## src/sv/alm_tbl_pkg.sv

```systemverilog
// Shared types and codes for the daily alarm table.
// Used by multi_slot_daily_alarm_table_top and the testbench files; depends on nothing.
`timescale 1ns / 1ps

package alm_tbl_pkg;

  localparam int SLOTS = 16;
  localparam int IDX_W = 4;
  localparam int CNT_W = 5;

  localparam logic [4:0] MAX_HOUR   = 5'd24;
  localparam logic [5:0] MAX_MINUTE = 6'd59;

  typedef enum logic [2:0] {
    OP_ADD    = 3'd0,
    OP_EDIT   = 3'd1,
    OP_DELETE = 3'd2,
    OP_TICK   = 3'd3,
    OP_STOP   = 3'd4
  } op_t;

  typedef enum logic [2:0] {
    ST_OK    = 3'd0,
    ST_TIME  = 3'd1,
    ST_FULL  = 3'd2,
    ST_INDEX = 3'd3,
    ST_BUSY  = 3'd4
  } status_t;

  typedef enum logic [2:0] {
    S_IDLE  = 3'b001,
    S_SCAN  = 3'b010,
    S_SHIFT = 3'b100
  } seq_state_t;

endpackage

```

## src/sv/multi_slot_daily_alarm_table_top.sv

```systemverilog
// Daily alarm table: slot storage, slot-by-slot sequencer and result strobe.
// Depends on alm_tbl_pkg.
`timescale 1ns / 1ps

// Usage
//   Command channel: drive operation, hour, minute, slot_index and day and
//   raise start; the beat is taken at a rising edge with start high and busy
//   low. busy stays high while the sequencer works on a beat.
//   Result channel: done is high for exactly one cycle with status, ringing,
//   ringing_slot and slot_count valid in that cycle. The receiver cannot
//   stall; a result not taken in its cycle is gone.
//   Add, edit, stop, refused and unknown commands and a delete with a bad
//   index need no walk: done is raised in the cycle after the accept.
//   A tick walks the used slots one per cycle through a single shared
//   compare and ends at the first unfired match or past the last used slot.
//   A delete walks from the deleted slot to the end of the table, moving
//   one slot down per cycle.
//   Throughput: one command at a time; a new command may be accepted in the
//   same cycle that done shows the previous result.
//   Reset (rst, synchronous, active high): the table is emptied, ringing ends
//   and the day is zero. Slot contents are not cleared; only slots below the
//   used count are ever read.

module multi_slot_daily_alarm_table_top (
  input  logic                          clk,
  input  logic                          rst,
  input  logic                          start,
  output logic                          busy,
  input  logic [2:0]                    operation,
  input  logic [4:0]                    hour,
  input  logic [5:0]                    minute,
  input  logic [alm_tbl_pkg::IDX_W-1:0] slot_index,
  input  logic [4:0]                    day,
  output logic                          done,
  output logic [2:0]                    status,
  output logic                          ringing,
  output logic [alm_tbl_pkg::IDX_W-1:0] ringing_slot,
  output logic [alm_tbl_pkg::CNT_W-1:0] slot_count
);
  import alm_tbl_pkg::*;

  // Slot storage; read at one sequencer address per cycle.
  logic [4:0]       hours   [SLOTS];
  logic [5:0]       minutes [SLOTS];
  logic [SLOTS-1:0] fired;

  logic [CNT_W-1:0] used_count;
  logic [4:0]       current_day;
  logic             ring_active;
  logic [IDX_W-1:0] ring_slot;

  seq_state_t       state;
  logic [CNT_W-1:0] ptr;
  logic [4:0]       hour_q;
  logic [5:0]       minute_q;
  status_t          status_q;

  logic             accept;
  logic             time_ok;
  logic             idx_ok;
  logic [CNT_W-1:0] ptr_inc;
  logic [IDX_W-1:0] rd_idx;
  logic             slot_hit;

  assign accept  = start && !busy;
  assign busy    = (state != S_IDLE);
  assign time_ok = (hour <= MAX_HOUR) && (minute <= MAX_MINUTE);
  assign idx_ok  = ({1'b0, slot_index} < used_count);
  assign ptr_inc = ptr + CNT_W'(1);

  // Shift reads the slot above the pointer, the scan reads the pointer itself.
  assign rd_idx   = (state == S_SHIFT) ? ptr_inc[IDX_W-1:0] : ptr[IDX_W-1:0];
  assign slot_hit = (hours[rd_idx] == hour_q) && (minutes[rd_idx] == minute_q) &&
                    !fired[rd_idx];

  // Control state.
  always_ff @(posedge clk) begin
    if (rst) begin
      state       <= S_IDLE;
      done        <= 1'b0;
      used_count  <= '0;
      current_day <= '0;
      ring_active <= 1'b0;
      ring_slot   <= '0;
      ptr         <= '0;
      status_q    <= ST_OK;
    end else begin
      done <= 1'b0;
      case (state)
        S_IDLE: begin
          if (accept) begin
            status_q <= ST_OK;
            done     <= 1'b1;
            if (operation <= OP_TICK && ring_active) begin
              status_q <= ST_BUSY;
            end else begin
              case (operation)
                OP_ADD: begin
                  if (!time_ok) begin
                    status_q <= ST_TIME;
                  end else if (used_count >= CNT_W'(SLOTS)) begin
                    status_q <= ST_FULL;
                  end else begin
                    used_count <= used_count + CNT_W'(1);
                  end
                end
                OP_EDIT: begin
                  if (!time_ok) begin
                    status_q <= ST_TIME;
                  end else if (!idx_ok) begin
                    status_q <= ST_INDEX;
                  end
                end
                OP_DELETE: begin
                  if (!idx_ok) begin
                    status_q <= ST_INDEX;
                  end else begin
                    // Walk the later slots down one at a time.
                    done  <= 1'b0;
                    ptr   <= {1'b0, slot_index};
                    state <= S_SHIFT;
                  end
                end
                OP_TICK: begin
                  if (day != current_day) begin
                    current_day <= day;
                  end
                  done  <= 1'b0;
                  ptr   <= '0;
                  state <= S_SCAN;
                end
                OP_STOP: begin
                  ring_active <= 1'b0;
                end
                default: begin
                end
              endcase
            end
          end
        end
        S_SCAN: begin
          if (ptr >= used_count) begin
            done  <= 1'b1;
            state <= S_IDLE;
          end else if (slot_hit) begin
            ring_active <= 1'b1;
            ring_slot   <= ptr[IDX_W-1:0];
            done        <= 1'b1;
            state       <= S_IDLE;
          end else begin
            ptr <= ptr_inc;
          end
        end
        S_SHIFT: begin
          if (ptr_inc >= used_count) begin
            used_count <= used_count - CNT_W'(1);
            done       <= 1'b1;
            state      <= S_IDLE;
          end else begin
            ptr <= ptr_inc;
          end
        end
        default: begin
          state <= S_IDLE;
        end
      endcase
    end
  end

  // Slot storage and latched tick time; no reset needed.
  always_ff @(posedge clk) begin
    if (state == S_IDLE && accept && !(operation <= OP_TICK && ring_active)) begin
      hour_q   <= hour;
      minute_q <= minute;
      case (operation)
        OP_ADD: begin
          if (time_ok && used_count < CNT_W'(SLOTS)) begin
            hours[used_count[IDX_W-1:0]]   <= hour;
            minutes[used_count[IDX_W-1:0]] <= minute;
            fired[used_count[IDX_W-1:0]]   <= 1'b0;
          end
        end
        OP_EDIT: begin
          if (time_ok && idx_ok) begin
            hours[slot_index]   <= hour;
            minutes[slot_index] <= minute;
          end
        end
        OP_TICK: begin
          // New day: drop every fired mark before the scan starts.
          if (day != current_day) begin
            fired <= '0;
          end
        end
        OP_STOP: begin
          if (ring_active) begin
            fired[ring_slot] <= 1'b1;
          end
        end
        default: begin
        end
      endcase
    end else if (state == S_SHIFT && ptr_inc < used_count) begin
      hours[ptr[IDX_W-1:0]]   <= hours[rd_idx];
      minutes[ptr[IDX_W-1:0]] <= minutes[rd_idx];
      fired[ptr[IDX_W-1:0]]   <= fired[rd_idx];
    end
  end

  // Result beat: state fields reflect the table as the command left it.
  assign status       = status_q;
  assign ringing      = ring_active;
  assign ringing_slot = ring_active ? ring_slot : '0;
  assign slot_count   = used_count;

`ifndef SYNTHESIS
  a_count_range: assert property (@(posedge clk) disable iff (rst)
    used_count <= CNT_W'(SLOTS))
    else $error("slot count above table size");

  a_ring_in_table: assert property (@(posedge clk) disable iff (rst)
    ring_active |-> ({1'b0, ring_slot} < used_count))
    else $error("ringing slot outside used table");

  a_scan_not_ringing: assert property (@(posedge clk) disable iff (rst)
    (state == S_SCAN) |-> !ring_active)
    else $error("tick scan while ringing");

  a_done_has_cause: assert property (@(posedge clk) disable iff (rst)
    done |-> ($past(accept) || $past(state == S_SCAN) || $past(state == S_SHIFT)))
    else $error("result without a command");

  a_count_moves_on_done: assert property (@(posedge clk) disable iff (rst)
    (used_count != $past(used_count)) |-> done)
    else $error("slot count changed without a result");
`endif

endmodule

```

## config.mk

```make
export PLATFORM = sky130hd
export DESIGN_NAME = multi_slot_daily_alarm_table_top
export DESIGN_NICKNAME = d
export VERILOG_FILES = /design/src/sv/alm_tbl_pkg.sv /design/src/sv/multi_slot_daily_alarm_table_top.sv
export SDC_FILE = /design/constraint.sdc
export NUM_CORES = 1
export LEC_CHECK = 0
export BUFFER_PORTS_ARGS = -buffer_cell sky130_fd_sc_hd__buf_2
export CORE_AREA = 2 2 191 193
export DETAILED_ROUTE_END_ITERATION = 12
export DIE_AREA = 0 0 193 195
export GPL_ROUTABILITY_DRIVEN = 0
export HOLD_SLACK_MARGIN = 0.1
export MAX_ROUTING_LAYER = met4
export PLACE_DENSITY = 0.52
export SYNTH_ARGS = -nofsm -noshare
export SYNTH_HDL_FRONTEND = slang
export SYNTH_SLANG_ARGS = --single-unit
```

## constraint.sdc

```tcl
create_clock -name clk -period 5.7 [get_ports clk]
set_clock_uncertainty 0.1 [all_clocks]
set_input_delay 1.425 -clock clk [delete_from_list [all_inputs] [get_ports clk]]
set_output_delay 1.425 -clock clk [all_outputs]
set_load 0.02 [all_outputs]
```

# Word level (Yosys, flattened, before mapping)
# Memory sizes are Yosys's and may differ from the RTL's.
# Index checks and enable logic that the tools add are counted.
# word_totals
ff_bits	54
ramBits	176
input_bits	26
out_inout_bits	15
word_cells	182
mem_count	2
# mem_list
memory	depth	width	rd	rd_ports_with_merged_regs	write_ports	line	text
minutes	16	6	1	0	1	multi_slot_daily_alarm_table_top.sv:44	logic [5:0] minutes [SLOTS];
hours	16	5	1	0	1	multi_slot_daily_alarm_table_top.sv:43	logic [4:0] hours [SLOTS];
# op_classes
addsub	3
order_cmp	16
eq_ne	29
mux	83
n_bitwise	5
n_reduce_logical	33
# op_table
cell	count
2-to-1 mux 16 bit	5
2-to-1 mux 5 bit	14
case mux 16 bit (3 select lines)	1
2-to-1 mux 1 bit	30
2-to-1 mux 4 bit	6
2-to-1 mux 3 bit	7
less-than comparator 4 x 5 -> 1 bit, second input constant	4
case mux 5 bit (2 select lines)	2
!= test 2 bit, second input constant	9
AND 16 bit	1
bitwise mux 16 bit	1
NOT 16 bit	1
OR 16 bit	1
!= test 3 bit, second input constant	5
case mux 5 bit (3 select lines)	1
logical AND 1 bit	13
demux 1 bit (select 4 bit)	3
>= comparator 4 x 1 -> 1 bit, second input constant	3
2-to-1 mux 6 bit	2
AND reduction 6 bit	2
OR reduction 6 bit	2
adder 5 x 1 -> 5 bit, second input constant	2
>= comparator 5 bit	2
AND reduction 5 bit	2
other kinds (34)	50

# Longest topological paths before layout
# logic_depth
depth_word	10
mapped_depth	19
depth_no_buf	12

# Least setup slack after synthesis
# OpenSTA, ideal clock, no wires.
# synth_path
path_type	register to register
from	register ptr[0]
to	register ptr[0]
setup_ns	0.120
arrival_ns	4.348
required_ns	5.480
path_slack_ns	1.133
stages_incl_launch_ff	19
path_buffers	7
synth_period_minus_slack_ns	4.567
cell_sequence	dfxtp_1 > buf_2 > buf_2 > inv_1 > clkbuf_1 > ha_1 > buf_2 > buf_2 > buf_2 > buf_1 > mux2_2 > o32ai_1 > nor4_1 > nor3_1 > xor2_1 > nand3_1 > nor4b_4 > nor2_2 > a211o_1
# synth_between
elab_chain_cells	8
elab_cells_between_ends	21
classes_between	1 x add/sub; 2 x order compare; 5 x eq/ne; 7 x mux; 4 x reduce/logical; 2 x memory
# synth_rtl
element	line	text
start: declaration	multi_slot_daily_alarm_table_top.sv:53	logic [CNT_W-1:0] ptr;
start signal: assignment	multi_slot_daily_alarm_table_top.sv:120	ptr <= {1'b0, slot_index};
start signal: assignment	multi_slot_daily_alarm_table_top.sv:151	ptr <= ptr_inc;
start signal: assignment	multi_slot_daily_alarm_table_top.sv:160	ptr <= ptr_inc;
adder 5 x 1 -> 5 bit	multi_slot_daily_alarm_table_top.sv:69	assign ptr_inc = ptr + CNT_W'(1);
2-to-1 mux 4 bit	multi_slot_daily_alarm_table_top.sv:72	assign rd_idx = (state == S_SHIFT) ? ptr_inc[IDX_W-1:0] : ptr[IDX_W-1:0];
memory read (16 x 6 bit) (tied with other cells)	n/a	
== test 6 bit (tied with other cells)	multi_slot_daily_alarm_table_top.sv:73	assign slot_hit = (hours[rd_idx] == hour_q) && (minutes[rd_idx] == minute_q) &&
logical AND 1 bit or logical NOT 1 bit (tied branches)	multi_slot_daily_alarm_table_top.sv:73, multi_slot_daily_alarm_table_top.sv:74	
logical AND 1 bit	multi_slot_daily_alarm_table_top.sv:73	
!= test 2 bit (no source line)	n/a	
AND reduction 8 bit (no source line)	n/a	
# Parallel ways exist; a longest one is shown, timed or not. The select of a mux whose other input is x is not followed.
# A chain may end at the register's enable or synchronous reset.

# Worst setup path after layout
# layout_path
from	register ptr[0]
to	register ring_slot[2]
# layout_between
elab_chain_cells	7
elab_cells_between_ends	14
classes_between	1 x add/sub; 1 x order compare; 2 x eq/ne; 3 x mux; 1 x bitwise; 4 x reduce/logical; 2 x memory
# layout_rtl
element	line	text
adder 5 x 1 -> 5 bit	multi_slot_daily_alarm_table_top.sv:69	
2-to-1 mux 4 bit	multi_slot_daily_alarm_table_top.sv:72	
memory read (16 x 6 bit) (tied with other cells)	n/a	
== test 6 bit (tied with other cells)	multi_slot_daily_alarm_table_top.sv:73	
logical AND 1 bit or logical NOT 1 bit (tied branches)	multi_slot_daily_alarm_table_top.sv:73, multi_slot_daily_alarm_table_top.sv:74	
logical AND 1 bit	multi_slot_daily_alarm_table_top.sv:73	
AND reduction 3 bit (no source line) (*)	n/a	
end signal: assignment	multi_slot_daily_alarm_table_top.sv:147	ring_slot <= ptr[IDX_W-1:0];
end: declaration	multi_slot_daily_alarm_table_top.sv:50	logic [IDX_W-1:0] ring_slot;
# Mark *: on every way between the ends. The rest lies on a longest branch, timed or not. The select of a mux whose other input is x is not followed.

==> impl_metrics.env <==
export IMPL_rr_worst_depth=12
export IMPL_timing_max_cap_violations=0
export IMPL_detail_route_wl_per_cell_um=24.76
export IMPL_post_synth_mux_area_share=0.1183
export IMPL_detailroute_via_count=9198
export IMPL_synth_ff_latch_count=230
export IMPL_holdCritStartpoint="status[0]$_SDFFE_PP0P_"
export IMPL_max_transition_viols_final=0
export IMPL_relSlewSlack=0.4065
export IMPL_worstSetupStartpoint="ptr[0]$_SDFFE_PP0P_"
export IMPL_synth_cell_types=78
export IMPL_routed_vias_inst=5.814
export IMPL_report_final_setup_viol=0
export IMPL_synth_simple_gate_area_share=0.1274
export IMPL_clock_tree_from_tritoncts="built"
export IMPL_number_of_global_route_vias_before_repair=9064
export IMPL_p_leak_nw=4.828
export IMPL_cts_root_buffer_cell="sky130_fd_sc_hd__clkbuf_16"
export IMPL_post_route_drc_count=0
export IMPL_synth_edff_count=203
export IMPL_synth_top_area_cell="sky130_fd_sc_hd__edfxtp_1"
export IMPL_leading_cell_types_by_total_area_after_synthesis="sky130_fd_sc_hd__edfxtp_1, sky130_fd_sc_hd__mux4_2, sky130_fd_sc_hd__dfxtp_1"
export IMPL_crit_arrival_ps=5100
export IMPL_netlist_area_mm2=0.01226
export IMPL_fin_setup_tns_ps=0
export IMPL_cts_hold_buf=0
export IMPL_synth_compound_gate_area_share=0.1404
export IMPL_dominant_combinational_cell_family_by_area_after_synthesis="compound AO/OA/AOI/OAI gates"
export IMPL_rows=69
export IMPL_layout_drive_gt1_share=0.1998
export IMPL_core_mm2=0.03540
export IMPL_final_cell_mix="sky130_fd_sc_hd__edfxtp_1, sky130_fd_sc_hd__nor2_1, sky130_fd_sc_hd__a21oi_1"
export IMPL_postLayoutCoreUtil=0.3966
export IMPL_fp_dieArea_mm2=0.03764
export IMPL_layout_cells_most_common="sky130_fd_sc_hd__edfxtp_1"
export IMPL_criticalPathCategory="reg2reg"
export IMPL_crit_path_start_kind="flop"
export IMPL_drt_iter0_drc=825
export IMPL_synth_async_sr_flop_share=0
export IMPL_post_cts_resized_instances=0
export IMPL_grt_usage=0.2160
export IMPL_grt_overflow_total=0
export IMPL_fillCellCount=3427
export IMPL_grt_max_degree=43
export IMPL_worstReg2RegStart="ptr[0]$_SDFFE_PP0P_"
export IMPL_die_h_um=195
export IMPL_clk_transition_reported_paths_ps=60
export IMPL_run_status="finished, final reports clean"
export IMPL_yosys_most_used_dff="sky130_fd_sc_hd__edfxtp_1"
export IMPL_dp_final_hpwl_um=27150
export IMPL_drtPass1Iterations=5
export IMPL_critPathCaptureType="flop"
export IMPL_floorplan_die_width_um=193
export IMPL_netlist_instances=1042
export IMPL_clock_path_buffers=3
export IMPL_wl_um=39180
export IMPL_n_antenna_cell=0
export IMPL_fmax_ghz=0.2086
export IMPL_h_tree_depth=1
export IMPL_tritoncts_num_buffers=26
export IMPL_timing_final_crit_share=0.8409
export IMPL_post_synth_fa_ha_maj_area_fraction=0.02204
export IMPL_synthesis_area_per_instance_um2=11.77
export IMPL_unrepaired_setup_endpoints_after_global_routing="false"
export IMPL_r2r_setup_slack_ps=910
export IMPL_synth_top_area_frac=0.4971
export IMPL_timing_worst_slew_pin_value_ps=885.5
export IMPL_routed_antenna_nets=0
export IMPL_hold_path_cell_count=2
export IMPL_vdd_ir_drop_worst_uv=208.6
export IMPL_clk_insertion_delay_late_ps=540
export IMPL_synth_xor_area_share=0.01918
export IMPL_effective_utilization_at_floorplan=0.3464
export IMPL_antenna_found_initial=0
export IMPL_cts_setup_buffers=0
export IMPL_grt_pass1_wl_um=58830
export IMPL_crit_path_max_fanout=23
export IMPL_final_period_minus_worst_setup_slack_ps=4793
export IMPL_min_to="status[0]$_SDFFE_PP0P_"
export IMPL_boundaryPins=41
export IMPL_synth_net_count=1089
export IMPL_worstHoldPathType="reg2reg"
export IMPL_synthToLayoutAreaGrowth_pct=14.49
export IMPL_timing_hold_violations_final=0
export IMPL_power_density_mw_per_mm2=283.3
export IMPL_synthesis_yosys_warnings=0
export IMPL_clkSinkCount=230
export IMPL_timing_critical_path_required_ps=6010
export IMPL_port_buffer_count=40
export IMPL_finish_net_count=1148
export IMPL_worstReg2RegEnd="ring_slot[2]$_SDFFE_PP0P_"
export IMPL_ys_seq_area_frac=0.5412
worst max path at each step:
stage | to | slack (ps) | depth (start not counted)
2_1_floorplan | ptr[0]$_SDFFE_PP0P_ | 1130 | 18
3_3_place_gp | minutes[10][1]$_DFFE_PP_ | 840 | 11
3_5_place_dp | hours[10][4]$_DFFE_PP_ | 840 | 11
4_1_cts | ring_slot[2]$_SDFFE_PP0P_ | 980 | 12
5_1_grt | ring_slot[2]$_SDFFE_PP0P_ | 710 | 12
6_report | ring_slot[2]$_SDFFE_PP0P_ | 910 | 12
cells in the mapped netlist (7+ instances only):
library cell and count:
sky130_fd_sc_hd__inv_1 18, sky130_fd_sc_hd__nor2_1 95, sky130_fd_sc_hd__o211ai_1 8, sky130_fd_sc_hd__and3_1 9, sky130_fd_sc_hd__nand3_1 19, sky130_fd_sc_hd__and2_1 12
sky130_fd_sc_hd__a21oi_1 72, sky130_fd_sc_hd__o22ai_1 37, sky130_fd_sc_hd__buf_2 27, sky130_fd_sc_hd__nor2b_1 13, sky130_fd_sc_hd__dfxtp_1 27, sky130_fd_sc_hd__xnor2_1 10
sky130_fd_sc_hd__nand2b_1 11, sky130_fd_sc_hd__ha_1 20, sky130_fd_sc_hd__clkbuf_1 40, sky130_fd_sc_hd__edfxtp_1 203, sky130_fd_sc_hd__a21o_1 10, sky130_fd_sc_hd__or3_1 8
sky130_fd_sc_hd__mux4_2 26, sky130_fd_sc_hd__nor3_1 33, sky130_fd_sc_hd__nand2_1 48, sky130_fd_sc_hd__nor3b_1 7, sky130_fd_sc_hd__o31ai_1 9, sky130_fd_sc_hd__mux2i_1 47
sky130_fd_sc_hd__nor4_1 17, sky130_fd_sc_hd__mux2_2 35, sky130_fd_sc_hd__a31oi_1 14, sky130_fd_sc_hd__o21ai_0 40, sky130_fd_sc_hd__o32ai_1 19, sky130_fd_sc_hd__xor2_1 15
worst max-delay path, cell delays in order, from the launching register on:
cell and delay [ps]:
sky130_fd_sc_hd__dfxtp_4 540, sky130_fd_sc_hd__inv_1 120, sky130_fd_sc_hd__ha_2 670, sky130_fd_sc_hd__buf_4 380, sky130_fd_sc_hd__o22a_1 500, sky130_fd_sc_hd__o22ai_1 170
sky130_fd_sc_hd__nor3_1 470, sky130_fd_sc_hd__or4_4 250, sky130_fd_sc_hd__xor2_1 100, sky130_fd_sc_hd__nor4_1 530, sky130_fd_sc_hd__nand4_1 480, sky130_fd_sc_hd__mux2i_1 280
sky130_fd_sc_hd__nor2_1 60
registers in the layout, indices dropped and copies added (netlist names), 4 cells and up:
signal / count
hours: 80
fired: 16
ring_slot: 4
minute_q: 6
ptr: 5
slot_count: 5
hour_q: 5
minutes: 96
current_day: 5
final cells by class:
type	instances	area, um2	area share
Clock buffer	40	744.5	0.05303
Clock inverter	8	52.55	0.003743
Inverter	19	71.32	0.005080
Multi-Input combinational cell	719	5253	0.3741
Sequential cell	230	6641	0.4730
Tap cell	461	576.8	0.04108
Timing Repair Buffer	105	700.7	0.04991
power breakdown:
group,total (mW),internal [mW],switching [mW]
Sequential,1.87,1.85,0.0191
Combinational,0.533,0.202,0.331
Clock,1.57,0.899,0.675
cells by family (layout without fill, tap and decap cells):
family                     Yosys count  count (layout)
buffers and inverters               93             172
xor gates and xnor gates            26              26
muxes                              108             108
and+or+nand+nor                    301             301
adders and majority gates           21              21
AOI/OAI and AO/OA                  263             263
DFF                                230             230
layer usage:
metal,GRT usage,part of all wire,vias up
met5,-,0,-
met4,0.07520,0.039,0
met3,0.03199,0.060,77
met2,0.3373,0.47,313
met1,0.2868,0.43,4615
li1,-,-,4193
stage by stage:
step	instances	cell area, um2	hold slack [ps]	worst slack (ps)	power [mW]
4_1_cts	1582	14040	420.1	978.2	4.007
6_report	1582	14040	415.8	906.9	3.977
3_3_place_gp	1534	13240	390.4	838.5	2.431
3_5_place_dp	1534	13240	407.1	839.7	2.434
2_1_floorplan	1042	12260	380.7	1133	2.244
5_1_grt	1582	14040	444.3	705.1	4.115
No activity file was read; power rests on OpenSTA's default activity.
